## config.mk

```make
export PLATFORM = sky130hd
export DESIGN_NAME = bdms_qdiv
export DESIGN_NICKNAME = d
export VERILOG_FILES = /design/src/rtl/core/bdms_pkg.sv /design/src/rtl/core/bdms_qdiv.sv
export SDC_FILE = /design/constraint.sdc
export NUM_CORES = 2
export LEC_CHECK = 0
export CAP_MARGIN = 20
export CORE_MARGIN = 2
export CORE_UTILIZATION = 67
export CTS_BUF_LIST = sky130_fd_sc_hd__clkbuf_16
export CTS_CLUSTER_DIAMETER = 30
export DETAILED_ROUTE_END_ITERATION = 7
export DONT_BUFFER_PORTS = 1
export PLACE_DENSITY = 0.83
export SLEW_MARGIN = 10
export SYNTH_ARGS = -nofsm -noshare
export SYNTH_HDL_FRONTEND = slang
export SYNTH_SLANG_ARGS = --single-unit
```

## constraint.sdc

```tcl
create_clock -name i_clk -period 6.74 [get_ports i_clk]
set_input_delay 0.337 -clock i_clk [delete_from_list [all_inputs] [get_ports i_clk]]
set_output_delay 0.337 -clock i_clk [all_outputs]
set_load 0.02 [all_outputs]
```

## src/rtl/core/bdms_pkg.sv

```systemverilog
// Types and constants shared by the baud divisor and mode select pipeline.
// No dependencies; every other file of the block imports this package.
`timescale 1ns / 1ps
package bdms_pkg;

    localparam int unsigned OscW   = 27;
    localparam int unsigned BaudW  = 24;
    localparam int unsigned ErrW   = 14;
    localparam int unsigned DivW   = 16;
    localparam int unsigned QuoW   = 26;   // rounded osc/(x*baud), at most 2^25
    localparam int unsigned MW     = 31;   // x*baud*(n+1) stays below 2^31
    localparam int unsigned NumW   = 45;   // |osc - m| * 10000
    localparam int unsigned Lanes  = 3;

    localparam logic [OscW-1:0] OSC_RESET = 27'd48000000;
    localparam logic [ErrW-1:0] ERR_FULL  = 14'd10000;
    localparam logic [ErrW-1:0] ERR_SCALE = 14'd10000;
    localparam logic [DivW-1:0] N8_LIMIT  = 16'd255;
    localparam logic [DivW-1:0] N16_LIMIT = 16'd65535;

    typedef enum logic [1:0] {
        MODE_NONE,
        MODE_X64,
        MODE_X16,
        MODE_X4
    } t_mode;

    typedef struct packed {
        logic [BaudW-1:0] desired_baud;
        logic [ErrW-1:0]  max_error_hundredths;
    } t_in;

    typedef struct packed {
        logic            config_ok;
        logic            brg16_sel;
        logic            brgh_sel;
        logic [DivW-1:0] divisor;
        logic [ErrW-1:0] error_hundredths;
    } t_out;

    // Per-transaction control carried alongside the arithmetic
    typedef struct packed {
        logic [ErrW-1:0] limit;
        logic            zero_baud;
    } t_side;

    // Per-lane divisor and its range check
    typedef struct packed {
        logic [DivW-1:0] n;
        logic            n_ok;
    } t_lane;

    // Prescaler shift per lane: lane 0 is x64, lane 1 x16, lane 2 x4
    function automatic int unsigned mode_shift(input int unsigned lane);
        int unsigned s;
        case (lane)
            0:       s = 6;
            1:       s = 4;
            default: s = 2;
        endcase
        return s;
    endfunction

endpackage

```

## src/rtl/core/bdms_qdiv.sv

```systemverilog
// Bit-serial pipelined divider: osc / baud, one quotient bit per stage.
// Depends on bdms_pkg.
`timescale 1ns / 1ps
module bdms_qdiv
    import bdms_pkg::*;
(
    input  logic              i_clk,
    input  logic              i_rst_n,
    input  logic              i_en,
    input  logic              i_valid,
    input  t_in               i_data,
    input  logic [OscW-1:0]   i_osc,
    output logic              o_valid,
    output logic [OscW-1:0]   o_quo,
    output logic [BaudW-1:0]  o_baud,
    output t_side             o_side
);

    logic              r_v    [0:OscW];
    logic [BaudW-1:0]  r_b    [0:OscW];
    logic [BaudW-1:0]  r_rem  [0:OscW];
    logic [OscW-1:0]   r_quo  [0:OscW];
    t_side             r_side [0:OscW];
    logic [BaudW-1:0]  n_rem  [0:OscW-1];
    logic [OscW-1:0]   n_quo  [0:OscW-1];

    // One restoring step per stage, most significant dividend bit first
    always_comb begin
        logic [BaudW:0] trial;
        for (int k = 0; k < OscW; k++) begin
            trial = {r_rem[k], i_osc[OscW-1-k]};
            if (trial >= {1'b0, r_b[k]}) begin
                n_rem[k] = BaudW'(trial - {1'b0, r_b[k]});
                n_quo[k] = {r_quo[k][OscW-2:0], 1'b1};
            end else begin
                n_rem[k] = trial[BaudW-1:0];
                n_quo[k] = {r_quo[k][OscW-2:0], 1'b0};
            end
        end
    end

    // Advance valid bits
    always_ff @(posedge i_clk) begin
        if (!i_rst_n) begin
            for (int k = 0; k <= OscW; k++) r_v[k] <= 1'b0;
        end else if (i_en) begin
            r_v[0] <= i_valid;
            for (int k = 0; k < OscW; k++) r_v[k+1] <= r_v[k];
        end
    end

    // Advance payload
    always_ff @(posedge i_clk) begin
        if (i_en) begin
            r_b[0]              <= i_data.desired_baud;
            r_rem[0]            <= '0;
            r_quo[0]            <= '0;
            r_side[0].limit     <= i_data.max_error_hundredths;
            r_side[0].zero_baud <= (i_data.desired_baud == '0);
            for (int k = 0; k < OscW; k++) begin
                r_b[k+1]    <= r_b[k];
                r_rem[k+1]  <= n_rem[k];
                r_quo[k+1]  <= n_quo[k];
                r_side[k+1] <= r_side[k];
            end
        end
    end

    assign o_valid = r_v[OscW];
    assign o_quo   = r_quo[OscW];
    assign o_baud  = r_b[OscW];
    assign o_side  = r_side[OscW];

endmodule

```

==> out/metrics.yaml <==
finish:
  layout-drive-gt1-share_pct: 13.0
  area_delta_synth_final_pct: 16.6
  nNetsFinal: 8970
  finish.cell_count_without_fillers: 10601
  num_antenna_cells: 0
critical_path:
  endpoint_kind: "register"
  crit_slowest_cell: "o31ai_1"
  path_cells: "inv_1 -> ha_1 -> nor2b_1 -> o31a_1 -> nor4_1 -> o31ai_1 -> nand2_1 -> a31oi_1 -> o211ai_1 -> nand2_1 -> buf_4 -> mux2_2"
  worstSetupPathType: "register to register"
  critPathMaxFanout: 13
  cpPeakStageDelay_ns: 0.86
  cp.required_ns: 7.38
  path_buf_inv: 2
  start_kind: "register"
  crit_family: "compound AO/OA/AOI/OAI gates"
  path_common_cell: "nand2_1"
  arrival_ns: 4.77
logic_synthesis:
  synth-warning-count: 0
  synth_seq_cells: 2122
  syn-cell-area_um2: 103000
  postSynthCellCount: 7877
  ys_seq_area_share_pct: 62.0
  yosysUniqueCellTypes: 87
  synth_fp_nets: 8597
  synthArstFlopShare_pct: 0
  synth.avg_cell_area_um2: 13.0
  synthFlopType: "edfxtp_1"
  synth_edf_count: 2121
cts:
  tritoncts: "yes"
  root_buffer: "clkbuf_16"
  postCtsHoldBufs: 82
  clk_pin_slew_ns: 0.06
  clk_latency_ns: 0.97
  cts.sinks: 2122
  cts_resized: 0
  cts_max_level: 5
  cts_setup_buffers: 0
  numCtsBuffers: 401
  cts_max_path_buffers: 4
floorplanning:
  core_um2: 152000
  die-height_um: 396
  ios: 136
  die_w_um: 396
  dieArea_um2: 156000
  row_count: 143
  start_util_pct: 67.5
place:
  dp_hpwl_um: 143000
  dpl.cell_count: 9783
  routabilityCongestion: 0.982
  numPortBuffers: 0
grt:
  grt.overflow.total: 0
  grt_pass1_wl_um: 358000
  grt_max_degree: 271
  antenna_found_initial: 4
  grt_pass1_vias: 65612
  track_usage_pct: 28.9
timing:
  maxSlewHeadroom_pct: 17.8
  whs_ns: 0.0485
  final.setup_skew_ns: 0.0811
  timing.final.crit_share_pct: 61.2
  min_period_ns: 4.12
  rsz0062_at_grt: "no"
  fmax_mhz: 242
  finalMaxSlewViolations: 0
  setup_viol: 0
  worst_pin_slew_ns: 1.23
  setup_tns_ns: 0
  hold_viol: 0
power_and_ir_drop:
  total_power_w: 0.0612
  p_leak_nw: 47.9
  power_density_nw_per_um2: 511
  vdd_drop_max_v: 0.000362
status:
  violations: "DRC"
  status: "finished, violations left"
route:
  firstDrtPassIters: 8
  vias: 65433
  routed_via_density: 6.17
  wirelength_um: 229000
  drt_iter0_drc: 6589
  wl_per_cell_um: 21.6
  drcViolationCount: 2
  detail-route-antenna-nets: 0
run:
  cap_violations: 0
hold_path:
  worstHoldPathType: "input pin to register"
==> flip-flops by register name, indices dropped and copies added (netlist names) <==
name	count
r_rem	624
r_quo	378
r_side	420
r_v	28
r_b	672
==> layer usage <==
layer	track usage (%)	share of wire, %	vias up
li1	-	-	30163
met3	4.55	6.2	701
met2	49.9	51	2852
met5	0	0.012	-
met4	12.6	4.3	4
met1	36.3	39	31713
==> cells in the mapped netlist (26+ instances only) <==
library cell | number | area share [%]
edfxtp_1 | 2121 | 62
o21a_1 | 112 | 0.82
ha_1 | 626 | 7.6
nand3_1 | 110 | 0.54
buf_2 | 34 | 0.17
nand2_1 | 344 | 1.3
a21oi_1 | 619 | 3.0
buf_4 | 28 | 0.20
inv_1 | 778 | 2.8
a211oi_1 | 67 | 0.49
nand4_1 | 90 | 0.55
or3_1 | 32 | 0.19
mux2_2 | 314 | 3.4
xor2_1 | 164 | 1.4
o31ai_1 | 47 | 0.34
nor2_1 | 468 | 1.7
clkbuf_1 | 87 | 0.32
o21ai_0 | 354 | 1.7
o211ai_1 | 32 | 0.23
nor3_1 | 98 | 0.48
o21bai_1 | 59 | 0.43
and3_1 | 69 | 0.42
xnor2_1 | 308 | 2.6
and2_1 | 33 | 0.20
nand2b_1 | 66 | 0.40
nor4_1 | 40 | 0.24
a21boi_0 | 26 | 0.19
a21o_1 | 235 | 1.7
mux2i_1 | 28 | 0.27
nor2b_1 | 96 | 0.58
o31a_1 | 33 | 0.28
a31oi_1 | 53 | 0.32
==> where the power goes <==
group / internal, W / switching, W / leakage, nW
combinational: 0.00925 / 0.0118 / 20.4
sequential: 0.0184 / 0.00165 / 20.8
clock: 0.0132 / 0.00697 / 6.71
total: 0.0408 / 0.0204 / 47.9
==> logic make-up (layout without fill, tap and decap cells) <==
family,count (synthesis),count (layout),synth area share [%]
compound gates,1811,1811,11.1
xor+xnor,472,472,4.02
fa+ha+maj,651,651,8.11
mux,359,359,3.96
buf+inv,934,1628,3.60
simple gates,1528,1528,7.19
flops,2122,2122,62.0
==> worst paths after layout <==
| check | startpoint | endpoint | slack [ns] | depth (start not counted) |
|---|---|---|---|---|
| worst min-delay path | i_data[35] | r_b[0][21] | 0.05 | 1 |
| worst min register to register | r_quo[0][163] | r_quo[0][191] | 0.36 | 0 |
| worst max-delay path | r_b[0][217] | r_rem[0][246] | 2.62 | 12 |
| worst max register to register | r_b[0][217] | r_rem[0][246] | 2.62 | 12 |
==> final cells by class <==
class,count,area (um2)
tap,2030,2540
clock buffer,407,10200
sequential,2122,63700
fill,8441,32300
timing repair buffer,126,1570
inverter,778,2920
multi-input combinational,4821,35400
clock inverter,317,3480
==> layout by cell type (no fill, tap or decap), drive strengths merged, types with 236 or more instances in the layout <==
cell type,instances
edfxtp,2121
inv,867
ha,626
a21oi,621
nor2,468
clkbuf,407
o21ai,361
nand2,344
mux2,331
xnor2,308
a21o,236
==> through the flow <==
step           utilization (%)  cell area [um2]  worst slack [ns]
3_5_place_dp              69.1           105000              1.50
6_report                  78.8           120000              2.62
3_3_place_gp              69.0           105000              1.63
5_1_grt                   78.8           120000              2.29
2_1_floorplan                -           103000              3.51
4_1_cts                   78.6           120000              2.38
(Power assumes the default switching activity.)
