### config.mk
export PLATFORM = sky130hd
export DESIGN_NAME = bdms_front
export DESIGN_NICKNAME = d
export VERILOG_FILES = /design/src/rtl/core/bdms_pkg.sv /design/src/rtl/core/bdms_front.sv
export SDC_FILE = /design/constraint.sdc
export NUM_CORES = 2
export LEC_CHECK = 0
export BUFFER_PORTS_ARGS = -buffer_cell sky130_fd_sc_hd__buf_2
export CAP_MARGIN = 20
export CORE_MARGIN = 2
export CORE_UTILIZATION = 45
export CTS_BUF_LIST = sky130_fd_sc_hd__clkbuf_2 sky130_fd_sc_hd__clkbuf_4 sky130_fd_sc_hd__clkbuf_8
export CTS_CLUSTER_SIZE = 8
export DETAILED_ROUTE_END_ITERATION = 12
export PLACE_DENSITY = 0.65
export SYNTH_ARGS = -nofsm -noshare
export SYNTH_HDL_FRONTEND = slang
export SYNTH_SLANG_ARGS = --single-unit
### constraint.sdc
create_clock -name i_clk -period 11.8 [get_ports i_clk]
set_clock_uncertainty 0.05 [all_clocks]
set_input_delay 0.59 -clock i_clk [delete_from_list [all_inputs] [get_ports i_clk]]
set_output_delay 0.59 -clock i_clk [all_outputs]
set_load 0.005 [all_outputs]
### src/rtl/core/bdms_pkg.sv
// Types and constants shared by the baud divisor and mode select pipeline.
// No dependencies; every other file of the block imports this package.
`timescale 1ns / 1ps
package bdms_pkg;

    localparam int unsigned OscW   = 27;
    localparam int unsigned BaudW  = 24;
    localparam int unsigned ErrW   = 14;
    localparam int unsigned DivW   = 16;
    localparam int unsigned QuoW   = 26;   // rounded osc/(x*baud), at most 2^25
    localparam int unsigned MW     = 31;   // x*baud*(n+1) stays below 2^31
    localparam int unsigned NumW   = 45;   // |osc - m| * 10000
    localparam int unsigned Lanes  = 3;

    localparam logic [OscW-1:0] OSC_RESET = 27'd48000000;
    localparam logic [ErrW-1:0] ERR_FULL  = 14'd10000;
    localparam logic [ErrW-1:0] ERR_SCALE = 14'd10000;
    localparam logic [DivW-1:0] N8_LIMIT  = 16'd255;
    localparam logic [DivW-1:0] N16_LIMIT = 16'd65535;

    typedef enum logic [1:0] {
        MODE_NONE,
        MODE_X64,
        MODE_X16,
        MODE_X4
    } t_mode;

    typedef struct packed {
        logic [BaudW-1:0] desired_baud;
        logic [ErrW-1:0]  max_error_hundredths;
    } t_in;

    typedef struct packed {
        logic            config_ok;
        logic            brg16_sel;
        logic            brgh_sel;
        logic [DivW-1:0] divisor;
        logic [ErrW-1:0] error_hundredths;
    } t_out;

    // Per-transaction control carried alongside the arithmetic
    typedef struct packed {
        logic [ErrW-1:0] limit;
        logic            zero_baud;
    } t_side;

    // Per-lane divisor and its range check
    typedef struct packed {
        logic [DivW-1:0] n;
        logic            n_ok;
    } t_lane;

    // Prescaler shift per lane: lane 0 is x64, lane 1 x16, lane 2 x4
    function automatic int unsigned mode_shift(input int unsigned lane);
        int unsigned s;
        case (lane)
            0:       s = 6;
            1:       s = 4;
            default: s = 2;
        endcase
        return s;
    endfunction

endpackage

### src/rtl/core/bdms_front.sv
// Per-prescaler rounding, product and scaled error numerator, three stages.
// Depends on bdms_pkg.
`timescale 1ns / 1ps
module bdms_front
    import bdms_pkg::*;
(
    input  logic              i_clk,
    input  logic              i_rst_n,
    input  logic              i_en,
    input  logic              i_valid,
    input  logic [OscW-1:0]   i_quo,
    input  logic [BaudW-1:0]  i_baud,
    input  t_side             i_side,
    input  logic [OscW-1:0]   i_osc,
    output logic              o_valid,
    output logic [NumW-1:0]   o_num  [0:Lanes-1],
    output logic [MW-1:0]     o_m    [0:Lanes-1],
    output t_lane             o_lane [0:Lanes-1],
    output t_side             o_side
);

    logic [2:0]               r_v;
    t_side                    r_side [0:2];
    logic [BaudW-1:0]         r_b1;
    logic [QuoW-1:0]          r_nq1  [0:Lanes-1];
    t_lane                    r_ln1  [0:Lanes-1];
    logic [MW-1:0]            r_m2   [0:Lanes-1];
    t_lane                    r_ln2  [0:Lanes-1];
    logic [MW-1:0]            r_m3   [0:Lanes-1];
    logic [NumW-1:0]          r_num3 [0:Lanes-1];
    t_lane                    r_ln3  [0:Lanes-1];
    logic [QuoW-1:0]          n_nq1  [0:Lanes-1];
    t_lane                    n_ln1  [0:Lanes-1];
    logic [MW-1:0]            n_m2   [0:Lanes-1];
    logic [NumW-1:0]          n_num3 [0:Lanes-1];

    // Round osc/(x*baud) half up from osc/baud, then n = q - 1 clamped at 0
    always_comb begin
        logic [OscW:0]   sum;
        logic [QuoW-1:0] q;
        logic [QuoW-1:0] n;
        for (int l = 0; l < Lanes; l++) begin
            sum = {1'b0, i_quo} + ((OscW+1)'(1) << (mode_shift(l) - 1));
            q   = QuoW'(sum >> mode_shift(l));
            n   = (q == '0) ? '0 : q - QuoW'(1);
            n_nq1[l]   = (q == '0) ? QuoW'(1) : q;
            n_ln1[l].n = n[DivW-1:0];
            if (l == 0) n_ln1[l].n_ok = (n < QuoW'(N8_LIMIT));
            else        n_ln1[l].n_ok = (n < QuoW'(N16_LIMIT));
        end
    end

    // m = x * baud * (n + 1)
    always_comb begin
        logic [BaudW+QuoW-1:0] prod;
        for (int l = 0; l < Lanes; l++) begin
            prod    = (BaudW+QuoW)'(r_b1) * (BaudW+QuoW)'(r_nq1[l]);
            n_m2[l] = MW'(prod << mode_shift(l));
        end
    end

    // Scale |osc - m| by 10000
    always_comb begin
        logic [MW-1:0] diff;
        for (int l = 0; l < Lanes; l++) begin
            if (MW'(i_osc) >= r_m2[l]) diff = MW'(i_osc) - r_m2[l];
            else                       diff = r_m2[l] - MW'(i_osc);
            n_num3[l] = NumW'(diff) * NumW'(ERR_SCALE);
        end
    end

    // Advance valid bits
    always_ff @(posedge i_clk) begin
        if (!i_rst_n) begin
            r_v <= '0;
        end else if (i_en) begin
            r_v <= {r_v[1:0], i_valid};
        end
    end

    // Advance payload
    always_ff @(posedge i_clk) begin
        if (i_en) begin
            r_b1      <= i_baud;
            r_side[0] <= i_side;
            r_side[1] <= r_side[0];
            r_side[2] <= r_side[1];
            for (int l = 0; l < Lanes; l++) begin
                r_nq1[l]  <= n_nq1[l];
                r_ln1[l]  <= n_ln1[l];
                r_m2[l]   <= n_m2[l];
                r_ln2[l]  <= r_ln1[l];
                r_m3[l]   <= r_m2[l];
                r_num3[l] <= n_num3[l];
                r_ln3[l]  <= r_ln2[l];
            end
        end
    end

    assign o_valid = r_v[2];
    assign o_side  = r_side[2];
    always_comb begin
        for (int l = 0; l < Lanes; l++) begin
            o_num[l]  = r_num3[l];
            o_m[l]    = r_m3[l];
            o_lane[l] = r_ln3[l];
        end
    end

endmodule

==> results.md <==
- Synth Flop Type: edfxtp_1
- Asr flop ratio synth: 0%
- Detailed Place HPWL: 160000 µm
- Vias in the first global route: 57736
- Final nets: 9911
- Metal2 WL: 99300 µm
- WL per Instance: 19.8 µm
- Final ANT Viol Nets: 0
- H-tree depth: 3
- Final worst-path cycle share: 79.4%
- Critical Path Most Common Cell: ha_1
- IO Count: 392
- Slowest cell on the critical path: ha_1
- Reg-to-Reg Start: r_m2[0][53]
- Crit path max fanout: 25
- CP Capture Type: flip-flop
- Worst path max stage delay: 0.67 ns
- Postcts setup bufs: 0
- DR vias/cell: 5.35
- Synth Instances: 7741
- Final hold vios: 0
- Max Cap Violations: 0
- Synthesized flop and latch total: 580
- Placeable core area: 169000 µm²
- Top post-synthesis cells by count: inv_1 (1351), fa_1 (1042), nand2_1 (885)
- Root Driver: clkbuf_8
- Die height: 416 µm
- Status: complete, no violations
- GRT Residual Overflow: 0
- First-pass GRT wire length: 322000 µm
- DR WL met3: 10600 µm
- Ranking of synthesized cells by area: fa_1 (27%), edfxtp_1 (23%), ha_1 (13%)
- Worst min path class: primary input to flip-flop
- Initial Util: 45.2%
- Share of post-route cells with drive strength above 1: 8.40%
- WS Path Type: flip-flop to flip-flop
- Gp weighted congestion: 0.941
- Syn avg cell area: 9.84 µm²
- Highest metal used: met5
- Post-synth top area cell: fa_1
- Hold bufs inserted after CTS: 41
- CP Launch Type: flip-flop
- Achievable Freq: 0.107 GHz
- Num CTS Buffers: 103
- Crit path max-delay family: adder cells
- R2R cell count: 28
- Crit path DAT: 9.91 ns
- Worst-path clk slew: 0.06 ns
- Yosys warns: 0
- Filler instances: 15678
- Multi-input gate area: 52300 µm²
- Slew HR: 24.9%
- CP startpoint: r_m2[0][53]
- Clk Latency, worst-skew pair: 0.89 ns
- Aggregate global-route resource usage: 23.9%
- Die footprint: 173000 µm²
- Pre-antenna DRT Iters: 6
- Top-count cell post-synth: inv_1
- WL final: 204000 µm
- # rows: 151
- DR DRC count: 0
- Levels on crit path: 28
- Die width: 416 µm
- Finish-stage setup viols: 0
- Clock buffer depth: 3
- CTS tree: yes
- Yosys top cell area share: 27.4%
- Hold Crit Start: i_quo[26]
- Port bufs: 366
- CP bufs+invs: 1
- 1st-iter DRT viols: 3624
- CTS sink cnt: 580
- Post-synth EDFFs: 577
- Slew @ Worst Pin: 1.13 ns
- Worst Path Required: 12.34 ns
- Minimum clock period after layout: 9.37 ns
- Sequential share of the synthesized area: 22.8%
- Final max-slew violation count: 0
- Post-cts sizing count: 0
- Area grow syn2layout: 8.22%
- Worst hold path stage count: 2
- M1 WL: 83400 µm
- FF+latch area: 17400 µm²
- Synthesized area: 76200 µm²
- Setup TNS: 0 ns
- Via count: 55072
- Largest net degree at the start of global routing: 132
- Synth cell types: 102
- RSZ-0062 raised after global routing: no
- Initial antenna violation count: 14
==> stage by stage <==
step	instance area (µm²)	utilization, %	hold slack [ns]	setup WS [ns]	std cells
2_1_floorplan	76300	-	0.350	3.71	7764
3_3_place_gp	79900	47.4	0.350	1.94	10066
3_5_place_dp	79900	47.4	0.355	1.87	10066
4_1_cts	82500	48.9	0.0111	2.43	10285
5_1_grt	82500	48.9	0.0940	1.82	10287
6_report	82500	48.9	0.136	2.43	10291
==> cell usage in the layout (no fill, tap or decap), types with 33 or more instances in the layout <==
cell type | synthesis | final
inv_1 | 1351 | 1351
a21o_1 | 161 | 161
a21oi_1 | 331 | 331
nor2_1 | 281 | 281
and2_1 | 463 | 463
nor3_1 | 70 | 70
xor2_1 | 144 | 144
o21ai_0 | 173 | 173
nand2_1 | 885 | 885
nand4_1 | 45 | 45
buf_4 | 48 | 68
dlygate4sd3_1 | 0 | 41
o21a_1 | 40 | 40
o21bai_1 | 69 | 69
nor2b_1 | 33 | 33
ha_1 | 778 | 778
buf_2 | 39 | 365
edfxtp_1 | 577 | 577
a31oi_1 | 34 | 34
xnor2_1 | 385 | 385
nand3_1 | 76 | 76
clkbuf_8 | 0 | 104
fa_1 | 1042 | 1042
==> kinds of logic after synthesis <==
family,count (synthesis),share of synthesized area [%]
muxes,39,0.535
buffers and inverters,1705,8.71
adders and majority gates,1820,40.1
and+or+nand+nor,2036,12.9
AOI/OAI and AO/OA,1028,8.78
xor gates and xnor gates,532,6.14
DFF,580,22.8
other,1,0.00492
==> routing by layer <==
| layer | GRT usage (%) | vias up |
|---|---|---|
| met5 | 0 | - |
| met4 | 11.0 | 14 |
| met3 | 3.36 | 441 |
| met2 | 40.8 | 1752 |
| met1 | 30.0 | 27534 |
| li1 | - | 25331 |
==> registers in the layout (all words and copies together) (netlist names) <==
register and flops:
r_ln3 51, r_v 3, r_ln1 51, r_num3 121
r_b1 24, r_ln2 51, r_m3 81, r_nq1 72
r_side 45, r_m2 81
==> final timing paths <==
kind                         to  slack [ns]
setup / recovery  r_num3[0][80]        2.43
hold / removal     r_nq1[0][76]        0.14
setup reg to reg  r_num3[0][80]        2.43
hold reg to reg   r_side[0][44]        0.35
==> worst reg2reg max path, delay by kind of cell, from the launching register on <==
kind	cells	cell delay, ns
buffers and inverters	1	0.07
multiplexers	1	0.22
AO/OA/AOI/OAI	10	2.74
flip-flops	1	0.57
AND/OR/NAND/NOR	7	2.02
XOR/XNOR	2	0.40
adder cells (fa/ha/maj)	7	3.04
==> area by class of cell <==
type	count	share of cell area [%]
Clock inverter	51	0.649
Antenna cell	6	0.0182
Tap cell	2218	3.37
Inverter	1353	6.16
Timing Repair Buffer	477	3.40
Multi-Input combinational cell	5479	63.4
Clock buffer	127	1.95
Sequential cell	580	21.1
Power is not shown: default switching activity piles up to over one toggle a cycle in this logic, so the estimate is an artifact.
